### src/hw/rtl/vtie_pkg.sv
// Package for the VAX to IEEE element converter.
// Element kind codes, byte-order mode codes, register indexes and the config bundle.
// No dependencies.
package vtie_pkg;

  // Element kinds carried in tuser
  typedef enum logic [2:0] {
    KIND_BYTE    = 3'd0,
    KIND_LOGICAL = 3'd1,
    KIND_WORD    = 3'd2,
    KIND_INT     = 3'd3,
    KIND_REAL    = 3'd4,
    KIND_DOUBLE  = 3'd5,
    KIND_CHAR    = 3'd6
  } kind_e;

  // Float byte-order modes; code 3 behaves as IEEE
  localparam logic [1:0] MODE_VAX = 2'd0;
  localparam logic [1:0] MODE_REV = 2'd2;

  // Register indexes on the config port
  localparam int unsigned CfgIdxW = 3;
  localparam logic [CfgIdxW-1:0] REG_IN_BAD_INT     = 3'd0;
  localparam logic [CfgIdxW-1:0] REG_OUT_BAD_INT    = 3'd1;
  localparam logic [CfgIdxW-1:0] REG_IN_BAD_REAL    = 3'd2;
  localparam logic [CfgIdxW-1:0] REG_OUT_BAD_REAL   = 3'd3;
  localparam logic [CfgIdxW-1:0] REG_IN_BAD_DOUBLE  = 3'd4;
  localparam logic [CfgIdxW-1:0] REG_OUT_BAD_DOUBLE = 3'd5;
  localparam logic [CfgIdxW-1:0] REG_ORDER_MODES    = 3'd6;

  // Exponent adjustments: F bias 128 to 127 with hidden-bit shift, D bias to 1023
  localparam logic [7:0]  F_EXP_ADJ = 8'd2;
  localparam logic [10:0] D_EXP_ADJ = 11'd894;

  // Configuration bundle handed to the converter
  typedef struct packed {
    logic [55:0] in_bad_int;
    logic [55:0] out_bad_int;
    logic [31:0] in_bad_real;
    logic [31:0] out_bad_real;
    logic [63:0] in_bad_double;
    logic [63:0] out_bad_double;
    logic        swap_word;
    logic        swap_int;
    logic [1:0]  real_mode;
    logic [1:0]  double_mode;
  } cfg_t;

endpackage

### src/hw/rtl/vtie_cfg_regs.sv
// Configuration register file of the VAX to IEEE element converter.
// Depends on vtie_pkg for register indexes and the cfg_t bundle.
module vtie_cfg_regs (
  input  logic                          clk_i,
  input  logic                          rst_ni,
  input  logic                          we_i,
  input  logic [vtie_pkg::CfgIdxW-1:0]  idx_i,
  input  logic [63:0]                   wdata_i,
  output vtie_pkg::cfg_t                cfg_o
);
  import vtie_pkg::*;

  cfg_t cfg_q;

  // Write one register per enabled cycle, dropping bits above its width
  always_ff @(posedge clk_i or negedge rst_ni) begin
    if (!rst_ni) begin
      cfg_q <= '0;
    end else if (we_i) begin
      unique case (idx_i)
        REG_IN_BAD_INT:     cfg_q.in_bad_int     <= wdata_i[55:0];
        REG_OUT_BAD_INT:    cfg_q.out_bad_int    <= wdata_i[55:0];
        REG_IN_BAD_REAL:    cfg_q.in_bad_real    <= wdata_i[31:0];
        REG_OUT_BAD_REAL:   cfg_q.out_bad_real   <= wdata_i[31:0];
        REG_IN_BAD_DOUBLE:  cfg_q.in_bad_double  <= wdata_i;
        REG_OUT_BAD_DOUBLE: cfg_q.out_bad_double <= wdata_i;
        REG_ORDER_MODES: begin
          cfg_q.swap_word   <= wdata_i[0];
          cfg_q.swap_int    <= wdata_i[1];
          cfg_q.real_mode   <= wdata_i[3:2];
          cfg_q.double_mode <= wdata_i[5:4];
        end
        default: ;
      endcase
    end
  end

  assign cfg_o = cfg_q;

endmodule

### config.mk
export PLATFORM = sky130hd
export DESIGN_NAME = vtie_cfg_regs
export DESIGN_NICKNAME = d
export VERILOG_FILES = /design/src/hw/rtl/vtie_pkg.sv /design/src/hw/rtl/vtie_cfg_regs.sv
export SDC_FILE = /design/constraint.sdc
export NUM_CORES = 1
export LEC_CHECK = 0
export ABC_AREA = 0
export BUFFER_PORTS_ARGS = -buffer_cell sky130_fd_sc_hd__buf_2
export CAP_MARGIN = 10
export CORE_ASPECT_RATIO = 1.25
export CORE_MARGIN = 4
export CORE_UTILIZATION = 50
export CTS_CLUSTER_SIZE = 40
export DETAILED_ROUTE_END_ITERATION = 16
export PLACE_DENSITY_LB_ADDON = 0.15
export SYNTH_ARGS = -nofsm -noshare
export SYNTH_HDL_FRONTEND = slang
export SYNTH_SLANG_ARGS = --single-unit
### constraint.sdc
create_clock -name clk_i -period 2.2 [get_ports clk_i]
set_clock_uncertainty 0.05 [all_clocks]
set_input_delay 0.11 -clock clk_i [delete_from_list [all_inputs] [get_ports clk_i]]
set_output_delay 0.11 -clock clk_i [all_outputs]
set_load 0.005 [all_outputs]
---- After elaboration in Yosys (flattened, before gate mapping) ----
Index checks and enable logic that the tools add are counted.
cells by class
  equal/unequal tests ..................... 6
  reductions and logical operators ........ 8
operators by type and width
  kind                                                  number
  AND reduction 2 bit                                   7
  equality test 3 bit (second input constant)           3
  equality test 3 x 2 -> 1 bit (second input constant)  2
  equality test 3 x 1 -> 1 bit (second input constant)  1
  logical NOT 3 bit                                     1
word-level totals
  bits of input ports ..................... 70
  output and inout port bits .............. 310
  word-level logic and storage cells ...... 24
  flip-flop bits (word level) ............. 310

---- Depth between registers and ports, before layout ----
Gate-level depths: netlist of the first run.
  word-level depth ........................ 2
  gate-level depth with buffers ........... 4
  mapped depth without buffers ............ 2

---- Worst setup path after synthesis of the first run ----
Ideal clock, no wire load.
  kind .................................... input to register
  start point ............................. input idx_i[0] (netlist name)
  end point ............................... register cfg_q, in the netlist cfg_o[259]
  setup slack ............................. 0.957 ns
  data arrival time ....................... 1.068 ns
  required time ........................... 2.025 ns
  library setup time ...................... 0.125 ns
  stages .................................. 4
  buffers on the path ..................... 2
  path through ............................ nor4b_2 buf_4 buf_6 mux2_2
between the ends
  cells in the longest elaborated chain, start to end .. 2
RTL lines
  element                        line                 source
  start: declaration             vtie_cfg_regs.sv:7   input logic [vtie_pkg::CfgIdxW-1:0] idx_i,
  logical NOT 3 bit              vtie_cfg_regs.sv:20  unique case (idx_i)
  AND reduction 2 bit (no line)  -
  end: declaration               vtie_cfg_regs.sv:13  cfg_t cfg_q;
Every way passes these cells.
A chain may end at the register's enable or synchronous reset.

---- Worst setup path after layout of the first run ----
  start point ............................. register cfg_q, in the netlist cfg_o[29]
  end point ............................... output cfg_o[29] (netlist name)
RTL lines
  element           line                source
  end: declaration  vtie_cfg_regs.sv:9  output vtie_pkg::cfg_t cfg_o
No word-level cell between the ends.

==> reports/metrics.yaml, run 1 <==
outcome:
  status: "finished clean"
clocking:
  tritoncts.num_buffers: 30
  cts.repair.resized: 0
  tritoncts: "yes"
  h-tree-depth: 1
  clockBufferDepth: 3
  cts.sinks: 310
  cts-root-buf: "clkbuf_16"
  clk_latency_ns: 0.53
  path_clk_slew_ns: 0.06
global_route:
  grt_pass1_vias: 7729
  grt_max_degree: 68
  antenna_found_initial: 0
  grt-ovfl-total: 0
  grt_pass1_wl_um: 44400
  grt_util_all_layers_pct: 22.3
yosys:
  yosysSeqAreaShare_pct: 66.9
  avgSynthCellArea_um2: 17.6
  yosysTopAreaCell: "dfrtp_1"
  syn_inst: 660
  yosys-top-cells-count: "dfrtp_1, mux2_2, mux2_1, buf_2, buf_6"
  ys_seq_elements: 310
  yosysUniqueCellTypes: 10
  async_flop_share_pct: 100
  synth.most_common_cell: "dfrtp_1"
  ys_warn_count: 0
  synth_nets: 730
  synth-edff-count: 0
  synth_area_leaders: "dfrtp_1, mux2_2, mux2_1"
  synth_area_um2: 11600
  netlist.area_leader.share_pct: 66.9
  ys.flop_type: "dfrtp_1"
drt:
  ant_nets: 0
  vias: 7336
  drcViolationCount: 0
  avgRoutedWirePerCell_um: 20.5
  vias_per_cell: 5.13
  wl_um: 29300
  dr.pass1.iters: 4
  drt_iter0_drc: 233
critical_path:
  criticalPathCategory: "reg2out"
  cp_cell_sequence: "buf_2"
  rrSetupSlack_ns: 1.31
  arrival_ns: 1.11
  path_max_fanout: 2
  cpMaxStageDelayCell: "dfrtp_1"
  slowest_delay_ns: 0.42
  path_buf_inv: 1
  critical_path.top_delay_family: "flip-flops"
  end_kind: "primary output"
  required_ns: 2.04
  cp-start-kind: "flip-flop"
sta:
  report.final.slew_viol_count: 0
  max_freq_mhz: 789
  slew_headroom_pct: 52.8
  finalHoldViolations: 0
  tightest_slew_ns: 0.706
  rsz0062_at_grt: "no"
  setup_tns_ns: 0
  timing.hold.ws_ns: 0.00918
  min_period_ns: 1.27
  finalCritPeriodShare_pct: 57.6
  setup-violations-final: 0
floorplanning:
  die-area_um2: 25700
  die_w_um: 144
  initial_utilization_pct: 50.6
  die_h_um: 178
  core-area_um2: 22900
  ios: 380
  row_count: 62
pwr:
  power_leakage_nw: 7.50
  ir_drop_v: 0.000838
  powerDensity_nw_per_um2: 1010
placed_design:
  dpl.hpwl_um: 20200
  port_buffers: 379
  gp_congestion: 0.804
cells_and_area:
  num-nets-final: 1191
  antenna_cells: 0
  largest_register_ffs: 310
  layout-drive-gt1-share_pct: 54.7
  syn_to_final_growth_pct: 33.7
job:
  maxCapViolations: 0
min_path:
  hold_path_class: "in2async"
timing repair:
| item | in CTS | in global routing |
|---|---|---|
| hold endpoints to repair | 612 | 0 |
| hold buffers | 65 | 0 |
| buffers inserted | 0 | 0 |
cells in the final DEF, fill, tap and decap left out:
master	count
and4bb_4	2
dfrtp_1	310
clkbuf_16	31
buf_8	1
buf_4	6
dlygate4sd3_1	65
nor4bb_4	1
nand4b_1	3
inv_8	1
mux2_2	180
mux2_1	130
clkinvlp_4	1
clkbuf_1	9
clkbuf_8	4
buf_2	378
clkinv_4	1
buf_12	12
clkinv_2	4
nor4b_4	1
bufinv_16	1
per-layer routing:
metal	GRT usage (%)	part of all wire [%]
met1	27.6	39
met5	0	0
met2	37.7	50
met3	6.30	8.0
met4	7.54	3.6
through the flow:
step / utilization [%] / area (um2) / power, mW / std cells / setup WS [ns]
detailed placement: 60.8 / 13900 / 10.8 / 1312 / 0.424
CTS: 67.7 / 15500 / 15.9 / 1429 / 0.903
floorplan: - / 11600 / 8.81 / 660 / 0.957
finish: 67.7 / 15500 / 15.7 / 1429 / 0.932
global placement: 60.8 / 13900 / 10.7 / 1312 / 0.499
global route: 67.7 / 15500 / 16.5 / 1429 / 0.887
cell type report:
| class | count | area (um2) |
|---|---|---|
| Clock buffer | 44 | 865 |
| Clock inverter | 8 | 77.6 |
| Fill cell | 1615 | 7380 |
| Multi-Input combinational cell | 317 | 3600 |
| Sequential cell | 310 | 7760 |
| Tap cell | 288 | 360 |
| Timing Repair Buffer | 462 | 2840 |
final timing paths:
check                      startpoint    endpoint  cells past startpoint
hold / removal                 rst_ni   cfg_o[44]                      2
setup reg to reg           cfg_o[237]  cfg_o[237]                      1
hold reg to reg             cfg_o[88]   cfg_o[88]                      1
max in group asynchronous      rst_ni  cfg_o[305]                      4
min in group clk_i               we_i  cfg_o[201]                      3
setup / recovery            cfg_o[29]   cfg_o[29]                      1
kinds of logic after synthesis:
group	Yosys count	synth area share, %
mux	310	30.1
flops	310	66.9
buf+inv	33	2.29
simple gates	7	0.659
power by group:
| group | internal (mW) | switching (mW) | total, mW |
|---|---|---|---|
| logic | 1.79 | 1.40 | 3.19 |
| clock network | 2.83 | 2.10 | 4.93 |
| registers | 6.96 | 0.624 | 7.58 |
| total | 11.6 | 4.12 | 15.7 |
(Power assumes the default switching activity.)
==> run 2: changes to the inputs <==
--- a/config.mk
+++ b/config.mk
@@ -5,12 +5,12 @@
 export SDC_FILE = /design/constraint.sdc
 export NUM_CORES = 1
 export LEC_CHECK = 0
-export ABC_AREA = 0
+export ABC_AREA = 1
 export BUFFER_PORTS_ARGS = -buffer_cell sky130_fd_sc_hd__buf_2
 export CAP_MARGIN = 10
 export CORE_ASPECT_RATIO = 1.25
 export CORE_MARGIN = 4
-export CORE_UTILIZATION = 50
+export CORE_UTILIZATION = 46
 export CTS_CLUSTER_SIZE = 40
 export DETAILED_ROUTE_END_ITERATION = 16
 export PLACE_DENSITY_LB_ADDON = 0.15
==> constraint.sdc (replaced) <==
create_clock -name clk_i -period 1.02 [get_ports clk_i]
set_clock_uncertainty 0.05 [all_clocks]
set_input_delay 0.051 -clock clk_i [delete_from_list [all_inputs] [get_ports clk_i]]
set_output_delay 0.051 -clock clk_i [all_outputs]
set_load 0.005 [all_outputs]
==> run 2 against run 1 <==
- the flow now finishes with violations (negative setup slack)
- synthesized cell count up 100%
- area after synthesis up 3.8%
- hold slack better by 0.016 ns
- non-clock buffer count up 253
- first-iteration DRC count rose to 2.8 times the previous value
- critical path depth unchanged
- die area up 12%
- core utilization up 3.3 points
- cell count up 66%
- count of clock-buffer cells in the layout up 2
- combinational power rose to 2.9 times the previous value
- via count up 64%
==> reports/metrics.yaml, run 2 <==
min_path:
  whs_path_depth: 7
  hp-start: "idx_i[0]"
  hold_path_class: "in2reg"  # was in2async
  whs_endpoint: "cfg_o[4]"
clocking:
  path_clk_slew_ns: 0.07  # was 0.06 ns
  h-tree-depth: 1  # unchanged
  clk_latency_ns: 0.55  # was 0.53 ns
  cts-root-buf: "clkbuf_16"  # unchanged
  clockBufferDepth: 3  # unchanged
  tritoncts: "yes"  # unchanged
  cts.sinks: 310  # unchanged
  tritoncts.num_buffers: 31  # was 30
critical_path:
  reg2regPathDepth: 5  # was 1
  criticalPathCategory: "reg2out"  # unchanged
  arrival_ns: 1.11  # about the same
  reg2reg_from: "cfg_o[59]"  # was cfg_o[237]
  cp-start-kind: "flip-flop"  # unchanged
  r2r-end: "cfg_o[59]"  # was cfg_o[237]
  slowest_delay_ns: 0.42  # about the same
  path_max_fanout: 2  # unchanged
  required_ns: 0.92  # was 2.04 ns
  rrSetupSlack_ns: 0.05  # was 1.31 ns
  critical_path.top_delay_family: "flip-flops"  # unchanged
  cpMaxStageDelayCell: "dfrtp_1"  # unchanged
  cp_cell_sequence: "buf_2"  # unchanged
  end_kind: "primary output"  # unchanged
  path_buf_inv: 1  # unchanged
placed_design:
  gp_congestion: 0.854  # was 0.804
  port_buffers: 379  # unchanged
  placed_cell_area_um2: 14900  # was 13900 um2
  dpl.hpwl_um: 27800  # was 20200 um
sta:
  report.final.slew_viol_count: 0  # unchanged
  min_period_ns: 1.21
  finalHoldViolations: 0  # unchanged
  slew_headroom_pct: 74.1  # was 52.8%
  setup_tns_ns: -46.49  # was 0 ns
  fin_ws_ns: -0.191  # was 0.932 ns
  max_freq_mhz: 826
  finalCritPeriodShare_pct: 119
  tightest_slew_ns: 0.388  # was 0.706 ns
  rsz0062_at_grt: "yes"  # was no
  setup-violations-final: 310  # was 0
cells_and_area:
  n_fill_cell: 1979  # was 1615
  num-nets-final: 2083  # was 1191
  final_area_um2: 18100  # was 15500 um2
  most-common-layout-cells: "nand2_1, buf_2, dfrtp_1"  # was buf_2, dfrtp_1, mux2_2
  final_core_util_pct: 71.1  # was 67.7%
  largest_register_ffs: 310  # unchanged
  layout-drive-gt1-share_pct: 34.8  # was 54.7%
  final_common_cell: "nand2_1"  # was buf_2
  syn_to_final_growth_pct: 50.8  # was 33.7%
pwr:
  ir_drop_v: 0.00132  # was 0.000838 V
  powerDensity_nw_per_um2: 1990  # was 1010 nW/um2
  power_leakage_nw: 10.5  # was 7.50 nW
drt:
  drcViolationCount: 0  # unchanged
  dr.pass1.iters: 5  # was 4
  avgRoutedWirePerCell_um: 18.1  # was 20.5 um
  drt_iter0_drc: 648  # was 233
  wl_um: 43000  # was 29300 um
  ant_nets: 0  # unchanged
  vias: 12100  # was 7336
  vias_per_cell: 5.08  # was 5.13
yosys:
  avgSynthCellArea_um2: 8.92  # was 17.6 um2
  ys_seq_elements: 310  # unchanged
  yosysSeqAreaShare_pct: 64.5  # was 66.9%
  yosysTopAreaCell: "dfrtp_1"  # unchanged
  synth-edff-count: 0  # unchanged
  synth_nets: 1419  # was 730
  ys.flop_type: "dfrtp_1"  # unchanged
  synth_area_um2: 12000  # was 11600 um2
  synth_area_leaders: "dfrtp_1, nand2_1, nand3_1"  # was dfrtp_1, mux2_2, mux2_1
  yosys-top-cells-count: "nand2_1, dfrtp_1, nand3_1, buf_2, clkbuf_1"  # was dfrtp_1, mux2_2, mux2_1, buf_2, buf_6
  async_flop_share_pct: 100  # unchanged
  syn_inst: 1349  # was 660
  netlist.area_leader.share_pct: 64.5  # was 66.9%
  ys_warn_count: 0  # unchanged
  yosysUniqueCellTypes: 11  # was 10
  synth.most_common_cell: "nand2_1"  # was dfrtp_1
floorplanning:
  row_count: 65  # was 62
  ios: 380  # unchanged
  initial_utilization_pct: 47.1  # was 50.6%
  die_w_um: 153  # was 144 um
  core-area_um2: 25500  # was 22900 um2
  die_h_um: 189  # was 178 um
  die-area_um2: 28800  # was 25700 um2
global_route:
  grt_util_all_layers_pct: 28.2  # was 22.3%
  grt_pass1_vias: 11600  # was 7729
  antenna_found_initial: 2  # was 0
  grt_max_degree: 68  # unchanged
  grt_pass1_wl_um: 65600  # was 44400 um
  grt-ovfl-total: 0  # unchanged
outcome:
  status: "finished with violations"  # was finished clean
  violations: "negative setup slack"
job:
  maxCapViolations: 0  # unchanged
==> run 2: changes by cell type in the layout (fill, tap and decap cells not counted), moves of 26 or more <==
cell / previous run / this run
buf_4: 6 / 240
buf_6: 0 / 26
mux2_1: 130 / 0
mux2_2: 180 / 0
nand2_1: 0 / 729
nand3_1: 0 / 208
==> run 2: stage by stage <==
step           cells  hold slack (ns)  setup slack, ns  total power [mW]
2_1_floorplan   1349           -0.295           0.0710              18.3
3_3_place_gp    2053           -0.141           -0.105              22.4
3_5_place_dp    2053           -0.137           -0.122              22.7
4_1_cts         2280           0.0142           -0.212              35.1
5_1_grt         2369           0.0438           -0.216              37.8
6_report        2370           0.0253           -0.191              36.1
==> run 2: worst max-delay path by stage <==
stage	cells past startpoint	start	to
6_report	1	cfg_o[198]	cfg_o[198]
5_1_grt	1	cfg_o[198]	cfg_o[198]
4_1_cts	1	cfg_o[233]	cfg_o[233]
3_5_place_dp	7	idx_i[2]	cfg_o[63]
3_3_place_gp	7	idx_i[2]	cfg_o[65]
2_1_floorplan	7	we_i	cfg_o[145]
==> run 2: area by class of cell <==
type                       instances  area, um2  share of cell area [%]
antenna                            1       2.50                  0.0138
clock buffer                      46        912                    5.03
clock inverter                     8       53.8                   0.297
inverter                           6       22.5                   0.124
multi-input combinational        949       3880                    21.4
sequential                       310       7760                    42.8
tap                              335        419                    2.31
timing repair buffer             715       5100                    28.1
==> run 2: kinds of logic (layout without fill, tap and decap cells) <==
kind of cell  Yosys count  count (layout)  synth area share [%]
buf+inv                90             775                  3.68
flops                 310             310                  64.5
other cells             0               1                     0
simple gates          949             949                  31.9
==> run 2: power by group <==
| group | total [mW] | switching (mW) | internal, mW | leakage, nW |
|---|---|---|---|---|
| Sequential | 16.0 | 1.37 | 14.6 | 3.90 |
| Combinational | 9.12 | 4.23 | 4.89 | 6.13 |
| Clock | 11.0 | 4.82 | 6.16 | 0.482 |
| Total | 36.1 | 10.4 | 25.6 | 10.5 |
==> run 2: what timing repair did <==
item                       4_1_cts  5_1_grt
hold buffers                    68        1
resized for setup               20        8
gates cloned                     0        0
pin swaps                        0        1
setup endpoints to repair      310      317
hold endpoints to repair       620        7
setup buffers                  105       89
==> run 2: tightest hold or removal path, delay by kind of cell <==
kind	cells	cell delay (ns)
buffers and inverters	3	0.35
AND/OR/NAND/NOR	4	0.19
==> run 2: routing by layer <==
metal / track usage [%] / wire, um / up-vias
met5: 0 / 26 / -
met3: 5.79 / 3290 / 136
li1: - / - / 5572
met1: 36.5 / 16700 / 5768
met4: 9.56 / 1900 / 4
met2: 47.6 / 21100 / 571
==> run 3: changes to the inputs <==
--- a/config.mk
+++ b/config.mk
@@ -11,7 +11,6 @@
 export CORE_ASPECT_RATIO = 1.25
 export CORE_MARGIN = 4
 export CORE_UTILIZATION = 46
-export CTS_CLUSTER_SIZE = 40
 export DETAILED_ROUTE_END_ITERATION = 16
 export PLACE_DENSITY_LB_ADDON = 0.15
 export SYNTH_ARGS = -nofsm -noshare
==> constraint.sdc (replaced) <==
create_clock -name clk_i -period 1.02 [get_ports clk_i]
set_clock_uncertainty 0.05 [all_clocks]
set_input_delay 0.306 -clock clk_i [delete_from_list [all_inputs] [get_ports clk_i]]
set_output_delay 0.306 -clock clk_i [all_outputs]
set_load 0.005 [all_outputs]
==> run 3 against run 2 <==
- the run still ends with negative setup slack left
- non-clock buffer count fell by 63
- design area fell by 2.8%
- sequential share of layout area rose by 1.2 points
- maximum frequency fell by 17%
- largest cell class unchanged
- total power fell by 0.50%
- critical path type unchanged
- via count fell by 3.4%
- clock power barely moved
==> reports/metrics.yaml, run 3 (same netlist as run 2, synthesis figures left out) <==
outcome:
  status: "finished with violations"  # unchanged
  violations: "negative setup slack"  # unchanged
sta:
  rsz0062_at_grt: "yes"  # unchanged
  setup-violations-final: 310  # unchanged
  finalHoldViolations: 0  # unchanged
  slew_headroom_pct: 75.2  # was 74.1%
  fin_ws_ns: -0.447  # was -0.191 ns
  min_period_ns: 1.47  # was 1.21 ns
  tightest_slew_ns: 0.371  # was 0.388 ns
  finalCritPeriodShare_pct: 144  # was 119%
  timing.hold.ws_ns: 0.0124  # was 0.0253 ns
  report.final.slew_viol_count: 0  # unchanged
  max_freq_mhz: 682  # was 826 MHz
clocking:
  tritoncts: "yes"  # unchanged
  tritoncts.num_buffers: 30  # was 31
  cts-root-buf: "clkbuf_16"  # unchanged
  path_clk_slew_ns: 0.06  # was 0.07 ns
  clk_latency_ns: 0.54  # was 0.55 ns
  h-tree-depth: 1  # unchanged
  cts.sinks: 310  # unchanged
  clockBufferDepth: 3  # unchanged
placed_design:
  placed_cell_area_um2: 14800  # was 14900 um2
  dpl_worst_slack_ns: -0.425  # was -0.122 ns
  gp_congestion: 0.824  # was 0.854
  port_buffers: 379  # unchanged
  dpl.hpwl_um: 27000  # was 27800 um
pwr:
  p_int_mw: 25.8  # was 25.6 mW
  power.switching_mw: 10.1  # was 10.4 mW
  combPwrFrac_pct: 24.1  # was 25.3%
  switching_share_pct: 28.2  # was 28.9%
  p_seq_share_pct: 44.6  # was 44.3%
  power_leakage_nw: 10.3  # was 10.5 nW
  total_power_mw: 35.9  # was 36.1 mW
  ir_drop_v: 0.00150  # was 0.00132 V
  powerDensity_nw_per_um2: 2030  # was 1990 nW/um2
  clock_power_share_pct: 31.3  # was 30.4%
floorplanning:
  die_h_um: 189  # unchanged
  initial_utilization_pct: 47.1  # unchanged
  ios: 380  # unchanged
  die_w_um: 153  # unchanged
  row_count: 65  # unchanged
  die-area_um2: 28800  # unchanged
  core-area_um2: 25500  # unchanged
job:
  maxCapViolations: 0  # unchanged
critical_path:
  cpMaxStageDelayCell: "dfrtp_1"  # unchanged
  r2r-end: "cfg_o[24]"  # was cfg_o[59]
  worstSetupStartpoint: "cfg_o[0]"  # was cfg_o[198]
  endpoint: "cfg_o[0]"  # was cfg_o[198]
  arrival_ns: 1.11  # about the same
  path_buf_inv: 1  # unchanged
  reg2regPathDepth: 4  # was 5
  slowest_delay_ns: 0.42  # about the same
  rrSetupSlack_ns: 0.07  # was 0.05 ns
  criticalPathCategory: "reg2out"  # unchanged
  path_max_fanout: 2  # unchanged
  cp-start-kind: "flip-flop"  # unchanged
  cp_cell_sequence: "buf_2"  # unchanged
  required_ns: 0.66  # was 0.92 ns
  cp.depth: 1  # unchanged
  critical_path.top_delay_family: "flip-flops"  # unchanged
  reg2reg_from: "cfg_o[24]"  # was cfg_o[59]
  end_kind: "primary output"  # unchanged
global_route:
  grt_util_all_layers_pct: 27.3  # was 28.2%
  busiest_layer: "met2"  # unchanged
  grt_pass1_wl_um: 63600  # was 65600 um
  antenna_found_initial: 0  # was 2
  grt_pass1_vias: 11400  # was 11600
  grt_max_degree: 55  # was 68
  grt-ovfl-total: 0  # unchanged
  grt_use_met3_pct: 6.55  # was 5.79%
  grt_use_met1_pct: 35.4  # was 36.5%
  use_met2_pct: 45.2  # was 47.6%
drt:
  avgRoutedWirePerCell_um: 18.0  # was 18.1 um
  dr.pass1.iters: 5  # unchanged
  drt_iter0_drc: 695  # was 648
  ant_nets: 0  # unchanged
  wl_um: 41500  # was 43000 um
  drcViolationCount: 0  # unchanged
  vias: 11600  # was 12100
  vias_per_cell: 5.05  # was 5.08
cells_and_area:
  antenna_cells: 0  # was 1
  largest_register_ffs: 310  # unchanged
  syn_to_final_growth_pct: 46.6  # was 50.8%
  most-common-layout-cells: "nand2_1, buf_2, dfrtp_1"  # unchanged
  num-nets-final: 2019  # was 2083
  final_common_cell: "nand2_1"  # unchanged
  final_core_util_pct: 69.1  # was 71.1%
  final_area_um2: 17600  # was 18100 um2
  layout-drive-gt1-share_pct: 34.4  # was 34.8%
min_path:
  hold_path_class: "in2reg"  # unchanged
## run 3: worst min path at each step
stage	cells after the start	from	end	slack, ns
after floorplan	0	rst_ni	cfg_o[0]	-0.04
after global placement	1	rst_ni	cfg_o[190]	0.10
after detailed placement	1	rst_ni	cfg_o[190]	0.10
after CTS	3	wdata_i[31]	cfg_o[165]	0.0004
after global routing	3	wdata_i[27]	cfg_o[33]	0.007
final	3	wdata_i[31]	cfg_o[165]	0.01
## run 3: layout make-up
class | instances | area [um2]
fillers | 2057 | 7900
flip-flops and latches | 310 | 7760
repair buffers | 652 | 4550
multi-input cells | 949 | 3890
clock buffers | 42 | 857
well taps | 335 | 419
clock inverters | 12 | 135
inverters | 6 | 30.0
## run 3: worst register-to-register path, cell delays in order, from the launching register on
cell	delay [ns]
dfrtp_1	0.39
buf_4	0.13
buf_4	0.12
nand2_1	0.06
nand2_1	0.08
## run 3: routing by layer
| layer | vias up | part of all wire [%] |
|---|---|---|
| met1 | 5539 | 39 |
| met4 | 0 | 4.1 |
| met5 | - | 0 |
| met3 | 99 | 8.8 |
| li1 | 5420 | - |
| met2 | 580 | 48 |
## run 3: power groups by stage
stage	Sequential, mW	Clock (mW)	Combinational [mW]
final	16.0	11.2	8.64
after global routing	16.2	12.0	9.55
after CTS	15.9	11.4	7.65
after detailed placement	16.1	0	6.47
after global placement	16.1	0	6.31
after floorplan	16.2	0	2.20
## run 3: repair_timing
action	4_1_cts	5_1_grt
hold buffers	38	0
hold endpoints to repair	387	0
resized for setup	14	6
setup buffers	88	90
endpoints found under the setup margin	310	310
## run 3: stage by stage
step	cells	TNS [ns]
5_1_grt	2306	-133.51
3_3_place_gp	2036	-103.11
2_1_floorplan	1349	-2.73
6_report	2306	-121.40
4_1_cts	2216	-126.73
3_5_place_dp	2036	-109.42
